**src/rtl/core/rpta_pkg.sv**
```systemverilog
package rpta_pkg;

    localparam int ID_BITS    = 20;
    localparam int SUM_W      = 32;
    localparam int WT_W       = 17;
    localparam int RESULT_CAP = 32;
    localparam logic [WT_W-1:0] ONE_Q16 = 17'd65536;

    localparam logic [1:0] CFG_CLASS_MODE  = 2'd0;
    localparam logic [1:0] CFG_MIN_WEIGHT  = 2'd1;
    localparam logic [1:0] CFG_EXP_INSERT  = 2'd2;

    localparam logic OP_HIT   = 1'b0;
    localparam logic OP_CLOSE = 1'b1;

    typedef struct packed {
        logic                    occ;
        logic [ID_BITS-1:0]      key;
        logic signed [SUM_W-1:0] sum;
        logic                    keep;
        logic [WT_W-1:0]         wt;
    } t_cell_data;

    typedef struct packed {
        logic hit;
        logic ins;
        logic rot;
        logic clr;
    } t_cell_ctl;

endpackage

```
**src/rtl/core/rpta_cell.sv**
```systemverilog
module rpta_cell
    import rpta_pkg::*;
(
    input  logic                    i_clk,
    input  logic                    i_rst_n,
    input  t_cell_ctl               i_ctl,
    input  logic [ID_BITS-1:0]      i_key,
    input  logic signed [SUM_W-1:0] i_score,
    input  logic                    i_prev_occ,
    input  t_cell_data              i_next,
    output t_cell_data              o_data,
    output logic                    o_match
);

    logic                    r_occ;
    logic [ID_BITS-1:0]      r_key;
    logic signed [SUM_W-1:0] r_sum;
    logic                    r_keep;
    logic [WT_W-1:0]         r_wt;
    logic signed [SUM_W:0]   w_add;
    logic signed [SUM_W-1:0] w_sat;
    logic                    w_take;

    assign o_match = r_occ && (r_key == i_key);
    assign w_take  = i_ctl.ins && !r_occ && i_prev_occ;
    assign w_add   = {r_sum[SUM_W-1], r_sum} + {i_score[SUM_W-1], i_score};

    always_comb begin
        if (w_add[SUM_W] != w_add[SUM_W-1]) begin
            w_sat = w_add[SUM_W] ? {1'b1, {(SUM_W-1){1'b0}}} : {1'b0, {(SUM_W-1){1'b1}}};
        end else begin
            w_sat = w_add[SUM_W-1:0];
        end
    end

    always_ff @(posedge i_clk) begin
        if (!i_rst_n) begin
            r_occ <= 1'b0;
        end else if (i_ctl.clr) begin
            r_occ <= 1'b0;
        end else if (i_ctl.rot) begin
            r_occ <= i_next.occ;
        end else if (w_take) begin
            r_occ <= 1'b1;
        end
    end

    always_ff @(posedge i_clk) begin
        if (i_ctl.rot) begin
            r_key  <= i_next.key;
            r_sum  <= i_next.sum;
            r_keep <= i_next.keep;
            r_wt   <= i_next.wt;
        end else if (i_ctl.hit && o_match) begin
            r_sum <= w_sat;
        end else if (w_take) begin
            r_key <= i_key;
            r_sum <= i_score;
        end
    end

    assign o_data = '{occ: r_occ, key: r_key, sum: r_sum, keep: r_keep, wt: r_wt};

endmodule

```
**config.mk**
```make
export PLATFORM = sky130hd
export DESIGN_NAME = rpta_cell
export DESIGN_NICKNAME = d
export VERILOG_FILES = /design/src/rtl/core/rpta_pkg.sv /design/src/rtl/core/rpta_cell.sv
export SDC_FILE = /design/constraint.sdc
export NUM_CORES = 1
export LEC_CHECK = 0
export BUFFER_PORTS_ARGS = -buffer_cell sky130_fd_sc_hd__buf_2
export CORE_ASPECT_RATIO = 0.6
export CORE_MARGIN = 1
export CORE_UTILIZATION = 50
export DETAILED_ROUTE_END_ITERATION = 10
export PLACE_DENSITY = 0.81
export SLEW_MARGIN = 5
export SYNTH_ARGS = -nofsm -noshare
export SYNTH_HDL_FRONTEND = slang
export SYNTH_SLANG_ARGS = --single-unit
```
**constraint.sdc**
```tcl
create_clock -name i_clk -period 5.21 [get_ports i_clk]
set_clock_uncertainty 0.1 [all_clocks]
set_input_delay 0.2605 -clock i_clk [delete_from_list [all_inputs] [get_ports i_clk]]
set_output_delay 0.2605 -clock i_clk [all_outputs]
set_load 0.03 [all_outputs]
```
### Word level (Yosys, flattened, before mapping)

Cells that the tools add are included.

| storage, ports and cells | value |
|---|---|
| bits in registers | 71 |
| input bits | 130 |
| output and inout port bits | 72 |
| logic and storage cells | 29 |

| operators by class | value |
|---|---|
| $add $sub $neg | 1 |
| eq/ne operators | 3 |
| muxes and demuxes | 10 |
| bitwise operators | 1 |
| reduce and logical (&&, ||, !) cells | 9 |

Operators with widths:

| operator | count |
|---|---|
| $mux W32 | 5 |
| $mux W20 | 3 |
| $add A32 B32 Y33 | 1 |
| $eq A20 B20 Y1 | 1 |
| $logic_and A1 B1 Y1 | 4 |
| $reduce_bool A3 Y1 | 1 |
| $mux W1 | 2 |
| $ne A2 B2 Y1 const B | 1 |
| $reduce_and A2 Y1 | 1 |
| $reduce_bool A2 Y1 | 1 |
| $reduce_or A2 Y1 | 1 |
| $logic_not A1 Y1 | 1 |
| $ne A1 B1 Y1 | 1 |
| $not A1 Y1 | 1 |

### Logic depth before layout (Yosys ltp)

Gate-level depths: netlist (run 1).

| depth | value |
|---|---|
| depth in word-level cells | 6 |
| gate-level depth with buffers | 14 |
| depth with buffers taken out | 12 |

### Worst setup path before layout (run 1)

No wires, ideal clock.

| timing | value |
|---|---|
| path type | reg2reg |
| from | register r_sum[25] |
| to | register r_sum[25] (data pin) |
| library setup time | 0.261 ns |
| arrival time | 2.966 ns |
| required time | 4.849 ns |
| slack | 1.883 ns |
| cell stages (with the launch flop) | 13 |
| buffers on the path | 2 |
| period minus slack after synthesis | 3.327 ns |
| cells stage by stage | edfxtp_1 > ha_1 > clkbuf_1 > a21o_1 > a21oi_1 > nand2_1 > a21o_1 > a311oi_2 > a21oi_2 > a22o_1 > nor2_2 > buf_4 > a21oi_1 |

| on the way | value |
|---|---|
| word-level cells in the longest chain between the ends | 5 |
| elaborated cells on any way between the ends | 6 |
| classes of those cells | add/sub: 1; eq/ne: 1; mux: 4 |

Ends and longest elaborated chain:

| what | RTL line | source |
|---|---|---|
| start, declared | rpta_cell.sv:17 | `logic signed [SUM_W-1:0] r_sum;` |
| start signal, assigned | rpta_cell.sv:51 | `r_sum <= i_next.sum;` |
| start signal, assigned | rpta_cell.sv:55 | `r_sum <= w_sat;` |
| start signal, assigned | rpta_cell.sv:58 | `r_sum <= i_score;` |
| $add A32 B32 Y33 * | rpta_cell.sv:26 | `assign w_add = {r_sum[SUM_W-1], r_sum} + {i_score[SUM_W-1], i_score};` |
| $mux W32 / $ne A1 B1 Y1 (equally long branches) | rpta_cell.sv:30, rpta_cell.sv:29 |  |
| $mux W32 * | rpta_cell.sv:29 | `if (w_add[SUM_W] != w_add[SUM_W-1]) begin` |
| $mux W32 * | rpta_cell.sv:54 | `end else if (i_ctl.hit && o_match) begin` |
| $mux W32 * | rpta_cell.sv:49 | `if (i_ctl.rot) begin` |

Every way passes the cells marked *; elsewhere a longest branch is shown, timed or not.
A chain may end at the register's enable or synchronous reset.

### Worst setup path in the final report (run 1)

| timing | value |
|---|---|
| from | register r_sum[0] |
| to | register r_sum[2] (data pin) |

Same word-level chain as after synthesis.

==> metrics.cfg, run 1 <==
[sta]
clock.fmax_mhz = 253
hold_slack_ps = 61.2
fin_crit_ps = 3950
period_share = 0.757
fin_setup_tns_ps = 0
rsz0062_at_grt = no
worst_pin_slew_ps = 1080
relSlewSlack = 0.280
slew_viol_final = 0
final_hold_viol_count = 0
setup_viol = 0

[final_layout]
diodes = 0
syn2layout_area_growth_pct = 28.5
final.fill_count = 854
finalInstanceArea_um2 = 6940
drive_above_1_share = 0.317
fin_nets = 955

[setup_path]
end_kind = flop
cp_max_fo = 22
critPathArrivalTime_ps = 4020
reg2reg_to = r_sum[2]
required_ps = 5290
crit_path_start_kind = flop
critPathKind = reg -> reg
reg2reg_setup_slack_ps = 1260
rr_worst_depth = 12
r2r-start = r_sum[0]

[route]
wire_per_inst_um = 17.7
drt_iter0_drc = 388
drc = 0
drt_first_pass_iters = 7
wirelength_um = 16500
via_per_inst = 5.77
vias = 5375
ant_nets = 0

[run]
max-cap-violations = 0

[power]
finalPower_mw = 2.05
vdd_ir_drop_max_uv = 169
power_density_nw_per_um2 = 295
p_leak_nw = 3.10

[floorplanning]
die_area_um2 = 11200
die_w_um = 136
rows = 28
core_area_um2 = 10200
start_util = 0.531
die_h_um = 82.5
io_pins = 202

[yosys]
yosysWarningCount = 0
synth.ff_latch_count = 71
seq_area_frac_synth = 0.393
yosys-top-cells-area = edfxtp_1 39%, a21oi_1 7.4%, ha_1 7.4%
yosysTopAreaCell = edfxtp_1
synth_ff_type = edfxtp_1
syn_area_um2 = 5400
synth_edf_count = 70
netlist_instances = 589
synth.net_count = 752
syn_avg_cell_area_um2 = 9.17
synth_cell_types = 61
synthArstFlopShare = 0
synth_top_cell_area_share = 0.389

[worst_hold_path]
hold_depth = 2
hold_end = r_occ
hp-class = in -> reg
min_from = i_rst_n

[clocking]
htree_num_levels = 3
clk_latency_ps = 340
clkTransAtPathRegs_ps = 60
cts_made_buffers = 9
cts_buffer_depth = 2
root_buffer = clkbuf_16
cts_sinks = 71
cts_resized = 0
cts_tree = yes

[placed_design]
portBuffers = 201
postPlaceCellArea_um2 = 6460
gp_congestion = 0.907
place_hpwl_um = 12300

[global_route]
track_usage = 0.296
grt_max_degree = 56
antenna_found_initial = 0
grt_pass1_vias = 4934
overflow = 0
grt_pass1_wl_um = 25200

[run_status]
status = finished clean

[worst max path at each step]
| stage | from | end | slack [ps] | depth (start not counted) |
|---|---|---|---|---|
| after floorplan | r_sum[25] | r_sum[25] | 1880 | 12 |
| after global placement | i_score[0] | r_sum[2] | 1590 | 13 |
| after detailed placement | i_score[0] | r_sum[2] | 1320 | 13 |
| after CTS | r_sum[0] | r_sum[2] | 1270 | 12 |
| after global routing | r_sum[10] | r_sum[2] | 1000 | 10 |
| final | r_sum[0] | r_sum[2] | 1260 | 12 |
[critical path, stage by stage, from the launching register on]
cell      delay, ps
edfxtp_1        350
ha_1            170
inv_1            60
fa_1            370
nand2b_1        200
a21oi_1         290
o311ai_1        170
a21oi_1         210
nand4_1         310
and3_4          340
a21oi_2         810
nand3_1         180
a21oi_1         230
[power by group]
group          total, mW  switching (mW)  internal [mW]
Clock              0.618           0.280          0.338
Combinational      0.717           0.441          0.276
Sequential         0.714          0.0269          0.687
[logic make-up (layout without fill, tap and decap cells)]
logic type / after synthesis / in the layout / share of synthesized area
compound gates: 172 / 172 / 0.198
xor+xnor: 41 / 41 / 0.0665
fa+ha+maj: 33 / 33 / 0.0779
buf+inv: 41 / 249 / 0.0345
flops: 71 / 71 / 0.393
mux: 22 / 22 / 0.0454
simple gates: 209 / 209 / 0.184
[synthesized netlist by cell type, drive strengths merged (9+ instances only)]
| cell | n |
|---|---|
| a21oi | 82 |
| nand2 | 51 |
| edfxtp | 70 |
| nand2b | 10 |
| xnor2 | 26 |
| mux2 | 20 |
| a21o | 14 |
| nand3 | 9 |
| nand4 | 10 |
| xor2 | 15 |
| buf | 10 |
| clkbuf | 21 |
| o21ai | 25 |
| inv | 10 |
| nor3 | 11 |
| nor2 | 78 |
| ha | 32 |
[metrics by stage]
| stage | setup WS, ps | instances | utilization |
|---|---|---|---|
| floorplan | 1880 | 589 | - |
| global placement | 1590 | 898 | 0.636 |
| detailed placement | 1320 | 898 | 0.636 |
| CTS | 1270 | 931 | 0.682 |
| global route | 1000 | 932 | 0.683 |
| finish | 1260 | 932 | 0.683 |
[area by class of cell]
class,instances,area (µm²),share of cell area
tap,135,169,0.0243
timing repair buffer,223,1220,0.176
clock buffer,9,225,0.0325
sequential,71,2120,0.306
clock inverter,7,72.6,0.0105
inverter,10,37.5,0.00541
multi-input combinational,477,3090,0.446
[per-layer routing]
layer  vias to the layer above  wire length (µm)  GRT usage
li1                       2587                 -          -
met1                      2508              7670      0.418
met2                       262              7270      0.466
met3                        18              1410     0.0653
met4                         0               147     0.0600
met5                         -                 0          0
[cell usage in the layout, fill, tap and decap left out, types with 3 or more instances in the layout]
master	count
o211ai_1	4
nand4_1	10
buf_2	200
and3_1	6
mux2_2	20
clkbuf_16	9
a21oi_1	80
or2_2	4
nor2b_1	3
a211o_1	4
nand2_1	51
nor3_1	11
inv_1	10
dlygate4sd3_1	18
or3_1	3
nand3b_1	4
nor4_1	5
o22ai_1	3
o21a_1	6
a31oi_1	3
nand3_1	9
nor3b_1	5
nor2_1	77
o21ai_0	24
xor2_1	15
a21o_1	14
nand2b_1	10
xnor2_1	26
and2_1	3
edfxtp_1	70
buf_4	5
o31ai_1	4
a211oi_1	7
ha_1	32
[flip-flops by register name, indices dropped and copies added, names as in the netlist]
register	cells
r_occ	1
r_wt	17
r_key	20
r_keep	1
r_sum	32
[what timing repair did]
item	4_1_cts	5_1_grt
hold endpoints to repair	17	1
hold buffers	17	1
buffers inserted	0	0
No activity file was read; power rests on OpenSTA's default activity.
==> inputs of run 2 (changes only) <==
==> constraint.sdc (replaced) <==
create_clock -name i_clk -period 3.95 [get_ports i_clk]
set_clock_uncertainty 0.1 [all_clocks]
set_input_delay 0.1975 -clock i_clk [delete_from_list [all_inputs] [get_ports i_clk]]
set_output_delay 0.1975 -clock i_clk [all_outputs]
set_load 0.03 [all_outputs]
==> run 2 against run 1 <==
  * Highest routed layer unchanged
  * Largest cell class unchanged
  * Via count increased by 1.5%
  * Critical path type unchanged
  * Final cell count rose by 0.11%
  * Combinational power increased by 32%
  * Fmax increased by 9.1%
==> metrics.cfg, run 2 (synthesis results as in run 1) <==
[clocking]
clkTransAtPathRegs_ps = 70  ; was 60 ps
clk_latency_ps = 340  ; about the same
cts_buffer_depth = 2  ; unchanged
htree_num_levels = 3  ; unchanged
root_buffer = clkbuf_16  ; unchanged
cts_made_buffers = 9  ; unchanged
cts_tree = yes  ; unchanged
cts_sinks = 71  ; unchanged
post_cts_buffers = 0  ; unchanged

[final_layout]
seq_area_um2 = 2120  ; unchanged
largest_reg_flops = 32  ; unchanged
final.fill_count = 844  ; was 854
syn2layout_area_growth_pct = 28.7  ; was 28.5%
reg_top3 = r_sum (32), r_key (20), r_wt (17)  ; unchanged
final_cell_mix = 200 x buf_2, 80 x a21oi_1, 77 x nor2_1, 70 x edfxtp_1, 51 x nand2_1  ; unchanged
diodes = 0  ; unchanged
final_common_cell = buf_2  ; unchanged
top_register = r_sum  ; unchanged
fin_nets = 956  ; was 955
drive_above_1_share = 0.318  ; was 0.317
multiInputGateArea_um2 = 3090  ; unchanged

[route]
drc = 0  ; unchanged
vias = 5456  ; was 5375
ant_nets = 0  ; unchanged
drt_iter0_drc = 507  ; was 388
drt_first_pass_iters = 5  ; was 7
wire_per_inst_um = 17.5  ; was 17.7 µm
wirelength_um = 16300  ; was 16500 µm
via_per_inst = 5.85  ; was 5.77

[placed_design]
portBuffers = 201  ; unchanged
place_hpwl_um = 12200  ; was 12300 µm
place_ws_ps = 457  ; was 1320 ps
gp_congestion = 0.973  ; was 0.907

[run]
max-cap-violations = 0  ; unchanged

[power]
p_leak_nw = 3.11  ; was 3.10 nW
finalPower_mw = 2.71  ; was 2.05 mW
vdd_ir_drop_max_uv = 239  ; was 169 µV
power_density_nw_per_um2 = 391  ; was 295 nW/µm²

[sta]
relSlewSlack = 0.423  ; was 0.280
setup_viol = 0  ; unchanged
fin_setup_tns_ps = 0  ; unchanged
clock.fmax_mhz = 276  ; was 253 MHz
worst_pin_slew_ps = 866  ; was 1080 ps
slew_viol_final = 0  ; unchanged
final_hold_viol_count = 0  ; unchanged
layout_setup_ws_ps = 332  ; was 1260 ps
rsz0062_at_grt = no  ; unchanged
hold_slack_ps = 27.9  ; was 61.2 ps
period_share = 0.916  ; was 0.757
fin_crit_ps = 3620  ; was 3950 ps

[setup_path]
cp_max_fo = 25  ; was 22
reg2reg_setup_slack_ps = 330  ; was 1260 ps
crit_path_start_kind = flop  ; unchanged
required_ps = 4040  ; was 5290 ps
critPathKind = reg -> reg  ; unchanged
critPathArrivalTime_ps = 3710  ; was 4020 ps
end_kind = flop  ; unchanged

[floorplanning]
core_area_um2 = 10200  ; unchanged
die_area_um2 = 11200  ; unchanged
die_w_um = 136  ; unchanged
die_h_um = 82.5  ; unchanged
rows = 28  ; unchanged
start_util = 0.531  ; unchanged
io_pins = 202  ; unchanged

[global_route]
track_usage = 0.293  ; was 0.296
overflow = 0  ; unchanged
grt_pass1_wl_um = 25100  ; was 25200 µm
grt_pass1_vias = 4943  ; was 4934
antenna_found_initial = 0  ; unchanged
grt_max_degree = 66  ; was 56

[worst_hold_path]
hp-class = in -> reg  ; unchanged

[run_status]
status = finished clean  ; unchanged

run 2: cell types whose count changed in the layout (fill, tap and decap cells not counted):
cell / delta
inv_6: +1
buf_4: +1
clkinvlp_4: -1
run 2: power breakdown:
group	internal, mW	total (mW)	leakage [nW]	switching [mW]
logic	0.366	0.948	2.25	0.583
registers	0.906	0.941	0.708	0.0348
clock network	0.448	0.824	0.148	0.376
run 2: final cells by class:
type                       count  share of cell area
clock buffer                   9              0.0324
clock inverter                 7              0.0106
tap                          135              0.0243
sequential                    71               0.305
inverter                      10             0.00540
multi-input combinational    477               0.445
timing repair buffer         224               0.176
run 2: metrics by stage:
step,utilization,cell area (µm²),instances
CTS,0.684,6950,933
floorplan,-,5400,589
global route,0.684,6950,933
finish,0.684,6950,933
detailed placement,0.637,6470,899
global placement,0.637,6470,899
run 2: worst paths after layout:
path	depth (start not counted)	endpoint	from
worst max-delay path	13	r_sum[8]	r_sum[0]
worst min register to register	1	r_occ	r_occ
worst min-delay path	2	r_occ	i_rst_n
worst max register to register	13	r_sum[8]	r_sum[0]
run 2: critical path, cell delays in order (launching register included):
cell	delay, ps
edfxtp_1	350
ha_1	170
inv_1	50
fa_1	370
nand2b_1	190
a21oi_1	360
o311ai_1	200
a21oi_1	220
nand4_1	280
a21oi_2	440
a22o_1	250
nor2_2	50
buf_4	240
a21oi_1	180
run 2: repair_timing:
action                    4_1_cts  5_1_grt
resized for setup               0        0
hold endpoints to repair       18        0
hold buffers                   18        0
run 2: routing by layer:
metal	track usage	wire, µm	up-vias
met5	0	0	-
met4	0.0722	236	0
met3	0.0647	1700	27
met2	0.456	6940	309
met1	0.414	7400	2532
li1	-	-	2588
